**src/hdl/terminal_line_editor_top_assert.svh**
```systemverilog
// Assertion macros for the line editor.
`ifndef TERMINAL_LINE_EDITOR_TOP_ASSERT_SVH
`define TERMINAL_LINE_EDITOR_TOP_ASSERT_SVH
// same-cycle implication
`define TLE_ASSERT_NOW(lbl, ante, cons, msg) \
    lbl: assert property (@(posedge clk) disable iff (!rst_n) (ante) |-> (cons)) else $error(msg);
// next-cycle implication
`define TLE_ASSERT_NEXT(lbl, ante, cons, msg) \
    lbl: assert property (@(posedge clk) disable iff (!rst_n) (ante) |=> (cons)) else $error(msg);
`endif

```
**src/hdl/tle_pkg.sv**
```systemverilog
`timescale 1ns / 1ps
`default_nettype none
package tle_pkg;
    localparam logic [3:0] EV_NONE = 4'd0;
    localparam logic [3:0] EV_HIST_UP = 4'd1;
    localparam logic [3:0] EV_HIST_DOWN = 4'd2;
    localparam logic [3:0] EV_CANCEL = 4'd3;
    localparam logic [3:0] EV_EOF = 4'd4;
    localparam logic [3:0] EV_TAB = 4'd5;
    localparam logic [3:0] EV_ENTER = 4'd6;
    localparam logic [3:0] EV_CLEAR = 4'd7;
    localparam logic [3:0] EV_HELP = 4'd8;

    localparam logic [1:0] FN_KEY = 2'd0;
    localparam logic [1:0] FN_CLEAR = 2'd1;
    localparam logic [1:0] FN_READ = 2'd2;

    localparam logic [7:0] K_HOME = 8'd1;
    localparam logic [7:0] K_LEFT = 8'd2;
    localparam logic [7:0] K_CANCEL = 8'd3;
    localparam logic [7:0] K_DEL = 8'd4;
    localparam logic [7:0] K_END = 8'd5;
    localparam logic [7:0] K_RIGHT = 8'd6;
    localparam logic [7:0] K_BS = 8'd8;
    localparam logic [7:0] K_TAB = 8'd9;
    localparam logic [7:0] K_LF = 8'd10;
    localparam logic [7:0] K_KILL_EOL = 8'd11;
    localparam logic [7:0] K_FF = 8'd12;
    localparam logic [7:0] K_CR = 8'd13;
    localparam logic [7:0] K_KILL_LINE = 8'd21;
    localparam logic [7:0] K_KILL_WORD = 8'd23;
    localparam logic [7:0] K_ESC = 8'd27;
    localparam logic [7:0] K_SPACE = 8'd32;
    localparam logic [7:0] K_HELP = 8'd63;
    localparam logic [7:0] K_RUBOUT = 8'd127;
    localparam logic [7:0] K_LBRACKET = 8'd91;
    localparam logic [7:0] K_SEMI = 8'd59;
    localparam logic [7:0] K_TILDE = 8'd126;
    localparam logic [7:0] K_ZERO = 8'd48;
    localparam logic [7:0] K_NINE = 8'd57;
    localparam logic [7:0] K_A = 8'd65;
    localparam logic [7:0] K_B = 8'd66;
    localparam logic [7:0] K_C = 8'd67;
    localparam logic [7:0] K_D = 8'd68;
    localparam logic [7:0] K_F = 8'd70;
    localparam logic [7:0] K_H = 8'd72;
    localparam logic [7:0] K_WB = 8'd98;
    localparam logic [7:0] K_WF = 8'd102;

    localparam logic [2:0] PH_NONE = 3'd0;
    localparam logic [2:0] PH_ESC = 3'd1;
    localparam logic [2:0] PH_CSI = 3'd2;
    localparam logic [2:0] PH_P1 = 3'd3;
    localparam logic [2:0] PH_SEMI = 3'd4;
    localparam logic [2:0] PH_P2 = 3'd5;

    typedef enum logic [2:0] {CUR_HOLD, CUR_ZERO, CUR_INC, CUR_DEC, CUR_END} cur_op_t;
    typedef enum logic [2:0] {LEN_HOLD, LEN_ZERO, LEN_INC, LEN_CUR, LEN_DST} len_op_t;
    typedef enum logic [2:0] {SRC_HOLD, SRC_LEN, SRC_CUR, SRC_CUR_P1, SRC_INC, SRC_DEC} src_op_t;
    typedef enum logic [1:0] {DST_HOLD, DST_CUR, DST_INC} dst_op_t;
    typedef enum logic [2:0] {RD_CUR_M1, RD_CUR, RD_SRC, RD_SRC_M1, RD_IDX} rd_sel_t;
    typedef enum logic [1:0] {WR_DST, WR_SRC, WR_CUR_KEY} wr_sel_t;

    typedef struct packed {
        cur_op_t cur_op;
        len_op_t len_op;
        src_op_t src_op;
        dst_op_t dst_op;
        logic rd_en;
        rd_sel_t rd_sel;
        logic wr_en;
        wr_sel_t wr_sel;
        logic [7:0] key;
        logic [6:0] idx;
    } dp_cmd_t;

    typedef struct packed {
        logic cur_zero;
        logic cur_lt_len;
        logic src_lt_len;
        logic src_eq_cur;
        logic rd_space;
        logic len_full;
        logic len_zero;
        logic idx_lt_len;
        logic [7:0] rdata;
        logic [6:0] cur7;
        logic [6:0] len7;
    } dp_status_t;
endpackage
`default_nettype wire

```
**src/hdl/tle_datapath.sv**
```systemverilog
`timescale 1ns / 1ps
`default_nettype none
module tle_datapath
    import tle_pkg::*;
#(
    parameter int LINE_SIZE = 128
) (
    input wire logic clk,
    input wire logic rst_n,
    input wire dp_cmd_t cmd,
    output dp_status_t st
);
    localparam int AW = $clog2(LINE_SIZE);
    localparam int CW = (AW > 7) ? AW : 7;

    logic [7:0] line_mem [LINE_SIZE];
    logic [7:0] rdata_reg;
    logic [AW-1:0] cursor_reg, cursor_next;
    logic [AW-1:0] len_reg, len_next;
    logic [AW-1:0] src_reg, src_next;
    logic [AW-1:0] dst_reg, dst_next;
    logic [AW-1:0] raddr, waddr;
    logic [7:0] wdata;

    always_comb
    begin
        cursor_next = cursor_reg;
        case (cmd.cur_op)
            CUR_ZERO: cursor_next = '0;
            CUR_INC: cursor_next = cursor_reg + 1'b1;
            CUR_DEC: cursor_next = cursor_reg - 1'b1;
            CUR_END: cursor_next = len_reg;
            default: cursor_next = cursor_reg;
        endcase
        len_next = len_reg;
        case (cmd.len_op)
            LEN_ZERO: len_next = '0;
            LEN_INC: len_next = len_reg + 1'b1;
            LEN_CUR: len_next = cursor_reg;
            LEN_DST: len_next = dst_reg;
            default: len_next = len_reg;
        endcase
        src_next = src_reg;
        case (cmd.src_op)
            SRC_LEN: src_next = len_reg;
            SRC_CUR: src_next = cursor_reg;
            SRC_CUR_P1: src_next = cursor_reg + 1'b1;
            SRC_INC: src_next = src_reg + 1'b1;
            SRC_DEC: src_next = src_reg - 1'b1;
            default: src_next = src_reg;
        endcase
        dst_next = dst_reg;
        case (cmd.dst_op)
            DST_CUR: dst_next = cursor_reg;
            DST_INC: dst_next = dst_reg + 1'b1;
            default: dst_next = dst_reg;
        endcase
        case (cmd.rd_sel)
            RD_CUR_M1: raddr = cursor_reg - 1'b1;
            RD_CUR: raddr = cursor_reg;
            RD_SRC: raddr = src_reg;
            RD_SRC_M1: raddr = src_reg - 1'b1;
            RD_IDX: raddr = AW'(cmd.idx);
            default: raddr = cursor_reg;
        endcase
        case (cmd.wr_sel)
            WR_DST:
            begin
                waddr = dst_reg;
                wdata = rdata_reg;
            end
            WR_SRC:
            begin
                waddr = src_reg;
                wdata = rdata_reg;
            end
            WR_CUR_KEY:
            begin
                waddr = cursor_reg;
                wdata = cmd.key;
            end
            default:
            begin
                waddr = dst_reg;
                wdata = rdata_reg;
            end
        endcase
    end

    always_ff @(posedge clk)
    begin
        if (cmd.wr_en)
            line_mem[waddr] <= wdata;
        if (cmd.rd_en)
            rdata_reg <= line_mem[raddr];
    end

    always_ff @(posedge clk or negedge rst_n)
    begin
        if (!rst_n)
        begin
            cursor_reg <= '0;
            len_reg <= '0;
            src_reg <= '0;
            dst_reg <= '0;
        end
        else
        begin
            cursor_reg <= cursor_next;
            len_reg <= len_next;
            src_reg <= src_next;
            dst_reg <= dst_next;
        end
    end

    always_comb
    begin
        st.cur_zero = (cursor_reg == '0);
        st.cur_lt_len = (cursor_reg < len_reg);
        st.src_lt_len = (src_reg < len_reg);
        st.src_eq_cur = (src_reg == cursor_reg);
        st.rd_space = (rdata_reg == K_SPACE);
        st.len_full = (len_reg == AW'(LINE_SIZE - 1));
        st.len_zero = (len_reg == '0);
        st.idx_lt_len = (CW'(cmd.idx) < CW'(len_reg));
        st.rdata = rdata_reg;
        st.cur7 = 7'(cursor_reg);
        st.len7 = 7'(len_reg);
    end
endmodule
`default_nettype wire

```
**src/hdl/tle_ctrl.sv**
```systemverilog
`timescale 1ns / 1ps
`default_nettype none
module tle_ctrl
    import tle_pkg::*;
(
    input wire logic clk,
    input wire logic rst_n,
    input wire logic in_valid,
    output logic in_stall,
    input wire logic [1:0] func,
    input wire logic [7:0] key_byte,
    input wire logic [6:0] read_index,
    output logic out_valid,
    input wire logic out_stall,
    output logic [3:0] event_res,
    output logic [6:0] cursor_out,
    output logic [6:0] length_out,
    output logic [7:0] read_char,
    output dp_cmd_t cmd,
    input wire dp_status_t st
);
    typedef enum logic [16:0] {
        S_IDLE = 17'h00001,
        S_DECODE = 17'h00002,
        S_INS = 17'h00004,
        S_INS_WR = 17'h00008,
        S_DEL_CHK = 17'h00010,
        S_CP_RD = 17'h00020,
        S_CP_WR = 17'h00040,
        S_WB1_RD = 17'h00080,
        S_WB1_CK = 17'h00100,
        S_WB2_RD = 17'h00200,
        S_WB2_CK = 17'h00400,
        S_WF1_RD = 17'h00800,
        S_WF1_CK = 17'h01000,
        S_WF2_RD = 17'h02000,
        S_WF2_CK = 17'h04000,
        S_READ_WAIT = 17'h08000,
        S_FINISH = 17'h10000
    } state_t;

    state_t state_reg, state_next;
    logic [1:0] func_reg, func_next;
    logic [7:0] key_reg, key_next;
    logic [6:0] idx_reg, idx_next;
    logic [2:0] phase_reg, phase_next;
    logic [7:0] p1_reg, p1_next;
    logic [7:0] p2_reg, p2_next;
    logic [3:0] ev_reg, ev_next;
    logic [7:0] rc_reg, rc_next;
    logic kill_reg, kill_next;
    logic out_valid_reg, out_valid_next;
    logic [3:0] out_ev_reg, out_ev_next;
    logic [6:0] out_cur_reg, out_cur_next;
    logic [6:0] out_len_reg, out_len_next;
    logic [7:0] out_rc_reg, out_rc_next;

    logic is_digit;
    logic [3:0] digit;
    logic [11:0] p1_mac, p2_mac;
    logic [7:0] p1_sat, p2_sat;

    assign is_digit = (key_reg >= K_ZERO) && (key_reg <= K_NINE);
    assign digit = 4'(key_reg - K_ZERO);
    assign p1_mac = ({4'b0, p1_reg} << 3) + ({4'b0, p1_reg} << 1) + 12'(digit);
    assign p2_mac = ({4'b0, p2_reg} << 3) + ({4'b0, p2_reg} << 1) + 12'(digit);
    assign p1_sat = (p1_mac > 12'd255) ? 8'd255 : p1_mac[7:0];
    assign p2_sat = (p2_mac > 12'd255) ? 8'd255 : p2_mac[7:0];

    always_comb
    begin
        state_next = state_reg;
        func_next = func_reg;
        key_next = key_reg;
        idx_next = idx_reg;
        phase_next = phase_reg;
        p1_next = p1_reg;
        p2_next = p2_reg;
        ev_next = ev_reg;
        rc_next = rc_reg;
        kill_next = kill_reg;
        out_valid_next = out_valid_reg && out_stall;
        out_ev_next = out_ev_reg;
        out_cur_next = out_cur_reg;
        out_len_next = out_len_reg;
        out_rc_next = out_rc_reg;

        cmd.cur_op = CUR_HOLD;
        cmd.len_op = LEN_HOLD;
        cmd.src_op = SRC_HOLD;
        cmd.dst_op = DST_HOLD;
        cmd.rd_en = 1'b0;
        cmd.rd_sel = RD_CUR;
        cmd.wr_en = 1'b0;
        cmd.wr_sel = WR_DST;
        cmd.key = key_reg;
        cmd.idx = idx_reg;

        case (state_reg)
            S_IDLE:
            begin
                if (in_valid)
                begin
                    func_next = func;
                    key_next = key_byte;
                    idx_next = read_index;
                    ev_next = EV_NONE;
                    rc_next = 8'd0;
                    kill_next = 1'b0;
                    state_next = S_DECODE;
                end
            end
            S_DECODE:
            begin
                state_next = S_FINISH;
                if (func_reg == FN_CLEAR)
                begin
                    cmd.cur_op = CUR_ZERO;
                    cmd.len_op = LEN_ZERO;
                end
                else if (func_reg == FN_READ)
                begin
                    if (st.idx_lt_len)
                    begin
                        cmd.rd_en = 1'b1;
                        cmd.rd_sel = RD_IDX;
                        state_next = S_READ_WAIT;
                    end
                end
                else if (func_reg == FN_KEY)
                begin
                    logic csi;
                    csi = 1'b0;
                    phase_next = PH_NONE;
                    case (phase_reg)
                        PH_ESC:
                        begin
                            if (key_reg == K_LBRACKET)
                            begin
                                phase_next = PH_CSI;
                                p1_next = 8'd0;
                                p2_next = 8'd0;
                            end
                            else if (key_reg == K_WB)
                                state_next = S_WB1_RD;
                            else if (key_reg == K_WF)
                                state_next = S_WF1_RD;
                        end
                        PH_CSI:
                        begin
                            if (is_digit)
                            begin
                                p1_next = {4'b0, digit};
                                phase_next = PH_P1;
                            end
                            else
                                csi = 1'b1;
                        end
                        PH_P1:
                        begin
                            if (is_digit)
                            begin
                                p1_next = p1_sat;
                                phase_next = PH_P1;
                            end
                            else if (key_reg == K_SEMI)
                                phase_next = PH_SEMI;
                            else
                                csi = 1'b1;
                        end
                        PH_SEMI:
                        begin
                            if (is_digit)
                            begin
                                p2_next = {4'b0, digit};
                                phase_next = PH_P2;
                            end
                        end
                        PH_P2:
                        begin
                            if (is_digit)
                            begin
                                p2_next = p2_sat;
                                phase_next = PH_P2;
                            end
                            else
                                csi = 1'b1;
                        end
                        default:
                        begin
                            case (key_reg)
                                K_ESC: phase_next = PH_ESC;
                                K_HOME: cmd.cur_op = CUR_ZERO;
                                K_LEFT: if (!st.cur_zero) cmd.cur_op = CUR_DEC;
                                K_CANCEL: ev_next = EV_CANCEL;
                                K_DEL:
                                begin
                                    if (st.len_zero)
                                        ev_next = EV_EOF;
                                    else
                                        state_next = S_DEL_CHK;
                                end
                                K_END: cmd.cur_op = CUR_END;
                                K_RIGHT: if (st.cur_lt_len) cmd.cur_op = CUR_INC;
                                K_TAB: ev_next = EV_TAB;
                                K_LF, K_CR: ev_next = EV_ENTER;
                                K_KILL_EOL: cmd.len_op = LEN_CUR;
                                K_FF: ev_next = EV_CLEAR;
                                K_KILL_LINE:
                                begin
                                    cmd.cur_op = CUR_ZERO;
                                    cmd.len_op = LEN_ZERO;
                                end
                                K_KILL_WORD:
                                begin
                                    if (!st.cur_zero)
                                    begin
                                        cmd.src_op = SRC_CUR;
                                        kill_next = 1'b1;
                                        state_next = S_WB1_RD;
                                    end
                                end
                                K_BS, K_RUBOUT:
                                begin
                                    if (!st.cur_zero)
                                    begin
                                        cmd.cur_op = CUR_DEC;
                                        state_next = S_DEL_CHK;
                                    end
                                end
                                K_HELP: ev_next = EV_HELP;
                                default:
                                begin
                                    if (key_reg >= K_SPACE && key_reg < K_RUBOUT && !st.len_full)
                                    begin
                                        cmd.src_op = SRC_LEN;
                                        state_next = S_INS;
                                    end
                                end
                            endcase
                        end
                    endcase
                    if (csi)
                    begin
                        case (key_reg)
                            K_A: ev_next = EV_HIST_UP;
                            K_B: ev_next = EV_HIST_DOWN;
                            K_C:
                            begin
                                if (p2_reg == 8'd5)
                                    state_next = S_WF1_RD;
                                else if (st.cur_lt_len)
                                    cmd.cur_op = CUR_INC;
                            end
                            K_D:
                            begin
                                if (p2_reg == 8'd5)
                                    state_next = S_WB1_RD;
                                else if (!st.cur_zero)
                                    cmd.cur_op = CUR_DEC;
                            end
                            K_H: cmd.cur_op = CUR_ZERO;
                            K_F: cmd.cur_op = CUR_END;
                            K_TILDE: if (p1_reg == 8'd3) state_next = S_DEL_CHK;
                            default: ;
                        endcase
                    end
                end
            end
            S_INS:
            begin
                if (st.src_eq_cur)
                begin
                    cmd.wr_en = 1'b1;
                    cmd.wr_sel = WR_CUR_KEY;
                    cmd.cur_op = CUR_INC;
                    cmd.len_op = LEN_INC;
                    state_next = S_FINISH;
                end
                else
                begin
                    cmd.rd_en = 1'b1;
                    cmd.rd_sel = RD_SRC_M1;
                    state_next = S_INS_WR;
                end
            end
            S_INS_WR:
            begin
                cmd.wr_en = 1'b1;
                cmd.wr_sel = WR_SRC;
                cmd.src_op = SRC_DEC;
                state_next = S_INS;
            end
            S_DEL_CHK:
            begin
                if (st.cur_lt_len)
                begin
                    cmd.dst_op = DST_CUR;
                    cmd.src_op = SRC_CUR_P1;
                    state_next = S_CP_RD;
                end
                else
                    state_next = S_FINISH;
            end
            S_CP_RD:
            begin
                if (st.src_lt_len)
                begin
                    cmd.rd_en = 1'b1;
                    cmd.rd_sel = RD_SRC;
                    state_next = S_CP_WR;
                end
                else
                begin
                    cmd.len_op = LEN_DST;
                    state_next = S_FINISH;
                end
            end
            S_CP_WR:
            begin
                cmd.wr_en = 1'b1;
                cmd.wr_sel = WR_DST;
                cmd.src_op = SRC_INC;
                cmd.dst_op = DST_INC;
                state_next = S_CP_RD;
            end
            S_WB1_RD, S_WB2_RD:
            begin
                if (st.cur_zero)
                begin
                    cmd.dst_op = DST_CUR;
                    state_next = kill_reg ? S_CP_RD : S_FINISH;
                end
                else
                begin
                    cmd.rd_en = 1'b1;
                    cmd.rd_sel = RD_CUR_M1;
                    state_next = (state_reg == S_WB1_RD) ? S_WB1_CK : S_WB2_CK;
                end
            end
            S_WB1_CK:
            begin
                if (st.rd_space)
                begin
                    cmd.cur_op = CUR_DEC;
                    state_next = S_WB1_RD;
                end
                else
                    state_next = S_WB2_RD;
            end
            S_WB2_CK:
            begin
                if (!st.rd_space)
                begin
                    cmd.cur_op = CUR_DEC;
                    state_next = S_WB2_RD;
                end
                else
                begin
                    cmd.dst_op = DST_CUR;
                    state_next = kill_reg ? S_CP_RD : S_FINISH;
                end
            end
            S_WF1_RD, S_WF2_RD:
            begin
                if (!st.cur_lt_len)
                    state_next = S_FINISH;
                else
                begin
                    cmd.rd_en = 1'b1;
                    cmd.rd_sel = RD_CUR;
                    state_next = (state_reg == S_WF1_RD) ? S_WF1_CK : S_WF2_CK;
                end
            end
            S_WF1_CK:
            begin
                if (!st.rd_space)
                begin
                    cmd.cur_op = CUR_INC;
                    state_next = S_WF1_RD;
                end
                else
                    state_next = S_WF2_RD;
            end
            S_WF2_CK:
            begin
                if (st.rd_space)
                begin
                    cmd.cur_op = CUR_INC;
                    state_next = S_WF2_RD;
                end
                else
                    state_next = S_FINISH;
            end
            S_READ_WAIT:
            begin
                rc_next = st.rdata;
                state_next = S_FINISH;
            end
            S_FINISH:
            begin
                if (!out_valid_reg || !out_stall)
                begin
                    out_valid_next = 1'b1;
                    out_ev_next = ev_reg;
                    out_cur_next = st.cur7;
                    out_len_next = st.len7;
                    out_rc_next = rc_reg;
                    state_next = S_IDLE;
                end
            end
            default: state_next = S_IDLE;
        endcase
    end

    always_ff @(posedge clk or negedge rst_n)
    begin
        if (!rst_n)
        begin
            state_reg <= S_IDLE;
            phase_reg <= PH_NONE;
            p1_reg <= 8'd0;
            p2_reg <= 8'd0;
            kill_reg <= 1'b0;
            out_valid_reg <= 1'b0;
        end
        else
        begin
            state_reg <= state_next;
            phase_reg <= phase_next;
            p1_reg <= p1_next;
            p2_reg <= p2_next;
            kill_reg <= kill_next;
            out_valid_reg <= out_valid_next;
        end
    end

    always_ff @(posedge clk)
    begin
        func_reg <= func_next;
        key_reg <= key_next;
        idx_reg <= idx_next;
        ev_reg <= ev_next;
        rc_reg <= rc_next;
        out_ev_reg <= out_ev_next;
        out_cur_reg <= out_cur_next;
        out_len_reg <= out_len_next;
        out_rc_reg <= out_rc_next;
    end

    assign in_stall = (state_reg != S_IDLE);
    assign out_valid = out_valid_reg;
    assign event_res = out_ev_reg;
    assign cursor_out = out_cur_reg;
    assign length_out = out_len_reg;
    assign read_char = out_rc_reg;
endmodule
`default_nettype wire

```
**src/hdl/terminal_line_editor_top.sv**
```systemverilog
`timescale 1ns / 1ps
`default_nettype none
// Line editor for terminal key bytes with an ESC/CSI parser. One request is
// taken at a time and gives one result. Insert and delete shift the line one
// character at a time, word moves scan one character at a time, and kill-word
// also moves the characters after the cursor, all through the line memory
// walked by the sequencer. A result may wait in the output register while the
// next request is taken.
module terminal_line_editor_top
    import tle_pkg::*;
#(
    parameter int LINE_SIZE = 128
) (
    input wire logic clk,
    input wire logic rst_n,
    input wire logic in_valid,
    output logic in_stall,
    input wire logic [1:0] func,
    input wire logic [7:0] key_byte,
    input wire logic [6:0] read_index,
    output logic out_valid,
    input wire logic out_stall,
    output logic [3:0] event_res,
    output logic [6:0] cursor_out,
    output logic [6:0] length_out,
    output logic [7:0] read_char
);
    `include "terminal_line_editor_top_assert.svh"

    dp_cmd_t cmd;
    dp_status_t st;

    tle_ctrl u_ctrl (
        .clk(clk),
        .rst_n(rst_n),
        .in_valid(in_valid),
        .in_stall(in_stall),
        .func(func),
        .key_byte(key_byte),
        .read_index(read_index),
        .out_valid(out_valid),
        .out_stall(out_stall),
        .event_res(event_res),
        .cursor_out(cursor_out),
        .length_out(length_out),
        .read_char(read_char),
        .cmd(cmd),
        .st(st)
    );

    tle_datapath #(
        .LINE_SIZE(LINE_SIZE)
    ) u_dp (
        .clk(clk),
        .rst_n(rst_n),
        .cmd(cmd),
        .st(st)
    );

    `TLE_ASSERT_NEXT(a_busy_after_req, in_valid && !in_stall, in_stall, "not busy after request")
    `TLE_ASSERT_NOW(a_event_range, out_valid, event_res <= EV_HELP, "event code out of range")
    `TLE_ASSERT_NEXT(a_out_hold, out_valid && out_stall, out_valid, "stalled result dropped")
endmodule
`default_nettype wire
```
**config.mk**
```make
export PLATFORM = sky130hd
export DESIGN_NAME = terminal_line_editor_top
export DESIGN_NICKNAME = d
export VERILOG_FILES = /design/src/hdl/tle_pkg.sv /design/src/hdl/tle_datapath.sv /design/src/hdl/tle_ctrl.sv /design/src/hdl/terminal_line_editor_top.sv
export VERILOG_INCLUDE_DIRS = /design/src /design/src/hdl
export SDC_FILE = /design/constraint.sdc
export NUM_CORES = 2
export LEC_CHECK = 0
export CORE_UTILIZATION = 24
export CTS_CLUSTER_DIAMETER = 120
export DETAILED_ROUTE_END_ITERATION = 10
export DONT_BUFFER_PORTS = 1
export GPL_TIMING_DRIVEN = 0
export SLEW_MARGIN = 10
export SYNTH_ARGS = -nofsm -noshare
export SYNTH_HDL_FRONTEND = slang
export SYNTH_SLANG_ARGS = --single-unit
```
**constraint.sdc**
```tcl
create_clock -name clk -period 3.8 [get_ports clk]
set_input_delay 0.95 -clock clk [delete_from_list [all_inputs] [get_ports clk]]
set_output_delay 0.95 -clock clk [all_outputs]
set_load 0.05 [all_outputs]
```
== Yosys cells after proc, flatten, opt, wreduce, memory -nomap -nowiden ==
Memory sizes are Yosys's and may differ from the RTL's. A register that Yosys moved wholly into a read port is not among the register bits.
Index checks and enable logic that the tools add are counted.

* Bitwise operators: 2
* Eq/ne operators: 91
* Order comparisons: 9
* Add/sub/neg operators: 11
* Reductions and logical operators: 41
* Muxes and demuxes: 128

{| class="wikitable"
|+ Operators by type and width
! kind !! count
|-
| two-way mux 17 bit || 25
|-
| one-hot mux 17 bit (15 select lines) || 1
|-
| equality test 8 x 7 -> 1 bit (second input constant) || 11
|-
| one-hot mux 7 bit (4 select lines) || 3
|-
| one-hot mux 17 bit (4 select lines) || 1
|-
| two-way mux 8 bit || 8
|-
| two-way mux 4 bit || 15
|-
| one-hot mux 17 bit (3 select lines) || 1
|-
| equality test 8 x 4 -> 1 bit (second input constant) || 6
|-
| one-hot mux 3 bit (4 select lines) || 4
|-
| one-hot mux 8 bit (3 select lines) || 2
|-
| one-hot mux 7 bit (5 select lines) || 1
|-
| one-hot mux 17 bit (2 select lines) || 1
|-
| two-way mux 3 bit || 11
|-
| equality test 8 x 3 -> 1 bit (second input constant) || 4
|-
| equality test 3 x 2 -> 1 bit (second input constant) || 10
|-
| adder 7 x 1 -> 7 bit (second input constant) || 4
|-
| one-hot mux 7 bit (2 select lines) || 2
|-
| two-way mux 9 bit || 3
|-
| adder 11 x 9 -> 12 bit || 2
|-
| adder 12 x 4 -> 12 bit || 2
|-
| equality test 8 x 2 -> 1 bit (second input constant) || 3
|-
| equality test 8 x 5 -> 1 bit (second input constant) || 3
|-
| equality test 8 x 6 -> 1 bit (second input constant) || 3
|-
| other kinds (73) || 156
|}

* Memories kept: 1
* Bits in registers: 121
* Output and inout bits: 28
* Bits of input ports: 21
* Logic and storage cells: 302
* Bits in writable memories: 1,024

{| class="wikitable"
|+ Memories
! name !! depth !! bits a word !! read ports !! clocked after memory_dff !! wr ports !! RTL line !! RTL
|-
| u_dp.line_mem || 128 || 8 || 1 || 1 || 1 || tle_datapath.sv:16 || <nowiki>logic [7:0] line_mem [LINE_SIZE];</nowiki>
|}

== Depth between registers and ports, before layout ==
* Depth after elaboration: 16
* Depth in mapped cells: 20
* Gate-level depth less buffers: 14

== Hierarchy ==
Synthesis repeated with hierarchy kept, for this count alone.

* Cells, all modules: 3,927
* Area total of the unflattened synthesis: 51,239.1 µm²

{| class="wikitable"
|+ Modules (own cells, without submodules)
! module !! cells an instance !! times used !! area an instance (µm²) !! seq. area each (µm²)
|-
| tle_datapath || 3,328 || 1 || 45,484.9 || 31,690.4
|-
| tle_ctrl || 599 || 1 || 5,754.3 || 2,603.7
|}

== Least setup slack after synthesis ==
Ideal clock, no wire load.

* Path type: reg-to-reg
* Start point: register u_dp.cursor_reg[0]
* End point: register u_dp.rdata_reg[0] (read register of u_dp.line_mem), data pin
* Clock period less this slack: 4.162 ns
* Setup slack: -0.362 ns
* Arrival: 3.905 ns
* Library setup time: 0.256 ns
* Path buffers: 4
* Data required time: 3.544 ns
* Stages on the path, launching flop included: 17
* Cells stage by stage: dfrtp_1 clkbuf_1 inv_1 ha_1 or3b_4 nor4_4 nor3_1 nor4_2 a21bo_2 buf_4 buf_4 clkbuf_1 mux4_2 o22ai_1 nor2_1 o22ai_1 and4b_1

* Word-level cells in the longest chain between the ends: 5
* Elaborated cells between the ends (all ways): 13
* Those cells by class: add/sub: 1; order compare: 1; eq/ne: 4; mux: 5; reduce/logical: 2

{| class="wikitable"
|+ Ends and longest elaborated chain
! item !! RTL line !! RTL
|-
| start: declaration || tle_datapath.sv:18 || <nowiki>logic [AW-1:0] cursor_reg, cursor_next;</nowiki>
|-
| start signal: assignment || tle_datapath.sv:109 || <nowiki>cursor_reg <= cursor_next;</nowiki>
|-
| equality test 7 bit / zero test 7 bit (equally long branches) || tle_datapath.sv:121, tle_datapath.sv:118 ||
|-
| two-way mux 4 bit, on equally long branches || tle_ctrl.sv:272, tle_ctrl.sv:329 ||
|-
| one-hot mux 4 bit (5 select lines) || tle_ctrl.sv:99 || <nowiki>case (state_reg)</nowiki>
|-
| equality test 3 bit (tied with other cells) || tle_datapath.sv:58 || <nowiki>case (cmd.rd_sel)</nowiki>
|-
| one-hot mux 7 bit (4 select lines) || tle_datapath.sv:58 ||
|-
| end: declaration || tle_datapath.sv:17 || <nowiki>logic [7:0] rdata_reg;</nowiki>
|}

Several ways; a longest one is shown, not always the timed one.
A chain may end at the register's enable or synchronous reset.

== Worst setup path in the final report ==
* Start point: register u_dp.cursor_reg[0]
* End point: register u_dp.rdata_reg[7] (read register of u_dp.line_mem), data pin

The elaborated chain is that of the path after synthesis.

==> results.toml <==
[global_routing]
grt_max_degree = 129
grt_pass1_wl_um = 192000
grt_util_met1_pct = 16.8
track_usage_pct = 12.6
grt_overflow = 0
grtUsageMet3_pct = 2.33
grt_pass1_vias = 27900
antenna_found_initial = 0
busiest_layer = "met2"
grt_use_met2_pct = 20.7

[detailed_routing]
postRouteAntennaNets = 0
firstDrtPassIters = 8
drcViolationCount = 24
vias = 28200
vias_per_cell = 4.79
postRouteWirelength_um = 133000
drt_iter0_drc = 3467
wl_per_cell_um = 22.6

[critical_path]
crit_start = "u_dp.cursor_reg[0]$_DFFE_PN0P_"
cp_common_cell = "buf_12"
critPathKind = "register to register"
worstPathRequired_ns = 4.28
max_stage_delay_ns = 0.44
r2r_start = "u_dp.cursor_reg[0]$_DFFE_PN0P_"
start_kind = "register"
worstPathMaxFanout = 7
cp_cell_sequence = "clkbuf_16 -> clkinv_4 -> ha_4 -> or3b_4 -> nor4_4 -> buf_4 -> or3_4 -> nand3_2 -> or3_4 -> and2_4 -> buf_12 -> buf_12 -> buf_16 -> buf_12 -> clkbuf_16 -> nor2_4 -> nand3_1 -> a311oi_4 -> nor4b_4 -> and4b_2"
cp_data_arrival_time_ns = 5.05
crit_path_top_delay_cell = "dfrtp_2"
cp-end-kind = "register"

[cells_and_area]
nets = 3229
fillCellCount = 19300
final_util_pct = 30.4
largest_reg_flops = 1024
syn_to_final_growth_pct = 25.6
drive_gt1_share_pct = 31.9

[clock_network]
htreeDepth = 3
clk_path_buf_depth = 3
clock_latency_ns = 0.74
cts_tree = "built"
cts_buffers = 115
clk_pin_slew_ns = 0.07
clock-sinks = 1153
root_buffer = "clkbuf_16"

[synthesis]
synth_compound_area_share_pct = 5.93
async_flop_share_pct = 5.72
yosysUniqueCellTypes = 83
synth_edf_count = 1087
yosys.area.top_type_share_pct = 67.4
yosysSeqAreaShare_pct = 70.8
ys.warnings.count = 0
synth_xor_xnor_area_share_pct = 0.597
synthesis.nets = 2963
synth.largest_area_cell = "edfxtp_1"
synth_top_family_by_area = "multiplexers"
synth_flop_cell = "edfxtp_1"
netlist_area_um2 = 48400
syn_avg_cell_area_um2 = 16.8
synth_seq_cells = 1153
synthTopCellsByArea = "edfxtp_1, mux4_2, dfrtp_1, nor2_1, nand2_1"
synth_mux_area_share_pct = 11.3
syn_inst = 2877
synthSimpleGateAreaFrac_pct = 7.28
synth_fa_ha_area_share_pct = 1.74

[power_and_ir_drop]
ir_worst_vdd_mv = 0.398
leakagePower_uw = 0.0195
power.density_nw_per_um2 = 458

[place]
place_congestion = 0.908
port_buffers = 0
dp_hpwl_um = 83100

[die]
die_w_um = 451
die_area_um2 = 204000
fp.dieH_um = 451
start_util_pct = 24.2
rows = 164
core_um2 = 200000
ioPinCount = 49

[sta]
worstMarginPinSlew_ns = 0.989
min_period_over_period_pct = 120
finClkSkew_ns = 0.0633
maxSlewHeadroom_pct = 34.0
rsz0062_at_grt = "true"
hold_viol_final = 0
drv_slew = 0
finalCriticalPeriod_ns = 4.57
finalSetupViolCount = 179
whs_ns = 0.0484
fmax_mhz = 219
worst_slack_ns = -0.771

[status]
status = "finished with violations"
violations = "design-rule violations, negative setup slack"

[job]
maxCapViolCount = 0

[worst_hold_path]
worstHoldPathType = "input port to asynchronous set/reset pin"
-- cells by family after synthesis --
| family | Yosys count |
|---|---|
| mux | 261 |
| compound gates | 423 |
| xor+xnor | 33 |
| buf+inv | 212 |
| flops | 1153 |
| simple gates | 730 |
| fa+ha+maj | 65 |
-- routing by layer --
metal / routed length, um / up-vias
met4: 3910 / 0
met3: 9870 / 232
met1: 55200 / 14700
met5: 0 / -
met2: 63700 / 1180
li1: - / 12100
-- what timing repair did --
| item | in CTS | in global routing |
|---|---|---|
| cloned | 5 | 4 |
| setup endpoints to repair | 2073 | 1037 |
| hold endpoints to repair | 65 | 0 |
| resized for setup | 549 | 97 |
| setup buffers | 94 | 49 |
| pin swaps | 101 | 62 |
| hold buffers | 1 | 0 |
-- synthesized netlist by cell type, types with 12 or more instances --
master and number:
a21o_1 16, a21oi_1 54, a22oi_1 53, a311oi_1 12, a31oi_1 15, a32oi_1 15
and2_1 17, and3_1 13, buf_2 34, buf_4 13, buf_6 15, clkbuf_1 89
dfrtp_1 65, edfxtp_1 1087, ha_1 61, inv_1 48, mux2i_1 24, mux4_2 228
nand2_1 211, nand2b_1 18, nand3_1 77, nand4_1 17, nor2_1 227, nor2b_1 22
nor3_1 35, nor4_1 15, nor4b_1 18, o21a_1 13, o21ai_0 72, o22ai_1 79
xnor2_1 21, xor2_1 12
-- critical path: cells and delay by family (launching register included) --
kind / cells / cell delay [ns]
compound gates: 1 / 0.40
flops: 1 / 0.44
simple gates: 10 / 2.15
buf+inv: 8 / 1.17
fa+ha+maj: 1 / 0.12
-- metrics by stage --
stage                     instances  area [um2]  setup slack, ns  setup TNS, ns  total power (uW)
after floorplan                2877       48800           -0.303         -28.36             16000
final                          5885       60800           -0.771          -9.94             27900
after CTS                      5834       59700           -0.793          -6.20             27900
after global placement         5533       52100            -2.91       -4147.45             16700
after global routing           5884       60800           -0.870         -42.74             28600
after detailed placement       5539       52400            -3.05       -2658.01             16700
-- report_power, final --
group / switching, uW / leakage, uW / internal, uW
registers: 191 / 0.0107 / 13900
clock network: 4870 / 0.00173 / 6090
logic: 1550 / 0.00707 / 1260
total: 6610 / 0.0195 / 21300
-- worst paths after layout --
kind	end	cells after the start	slack [ns]
worst max-delay path	u_dp.rdata_reg[7]$_DFFE_PP_	20	-0.77
worst min-delay path	u_ctrl.state_reg[0]$_DFFE_PN1P_	0	0.05
worst max register to register	u_dp.rdata_reg[7]$_DFFE_PP_	20	-0.77
worst min register to register	u_ctrl.event_res[2]$_DFFE_PP_	0	0.46
max in group asynchronous	u_dp.cursor_reg[4]$_DFFE_PN0P_	1	3.30
min in group clk	u_ctrl.key_reg[5]$_DFFE_PP_	0	0.31
-- final cells by class --
type,instances,area [um2],area share (%)
Clock inverter,59,566,0.930
Buffer,153,1470,2.42
Inverter,49,199,0.327
Sequential cell,1153,34300,56.4
Tap cell,2656,3320,5.46
Timing Repair Buffer,158,2320,3.81
Multi-Input combinational cell,1513,15600,25.7
Antenna cell,1,2.50,0.00411
Clock buffer,143,3010,4.96
-- layout by cell type (no fill, tap or decap), types with 29 or more instances in the layout --
master | Yosys | final
edfxtp_1 | 1087 | 1087
nor3_1 | 35 | 29
a22oi_1 | 53 | 45
buf_12 | 3 | 81
o21ai_0 | 72 | 57
mux4_2 | 228 | 228
o22ai_1 | 79 | 41
a21oi_1 | 54 | 47
nand3_1 | 77 | 69
nor2_4 | 0 | 142
clkbuf_16 | 0 | 128
dfrtp_1 | 65 | 55
buf_4 | 13 | 85
nor2_1 | 227 | 74
o22ai_2 | 0 | 32
nand2_1 | 211 | 185
inv_1 | 48 | 44
clkbuf_1 | 89 | 64
ha_1 | 61 | 56
Power figures use the tool's default switching activity.
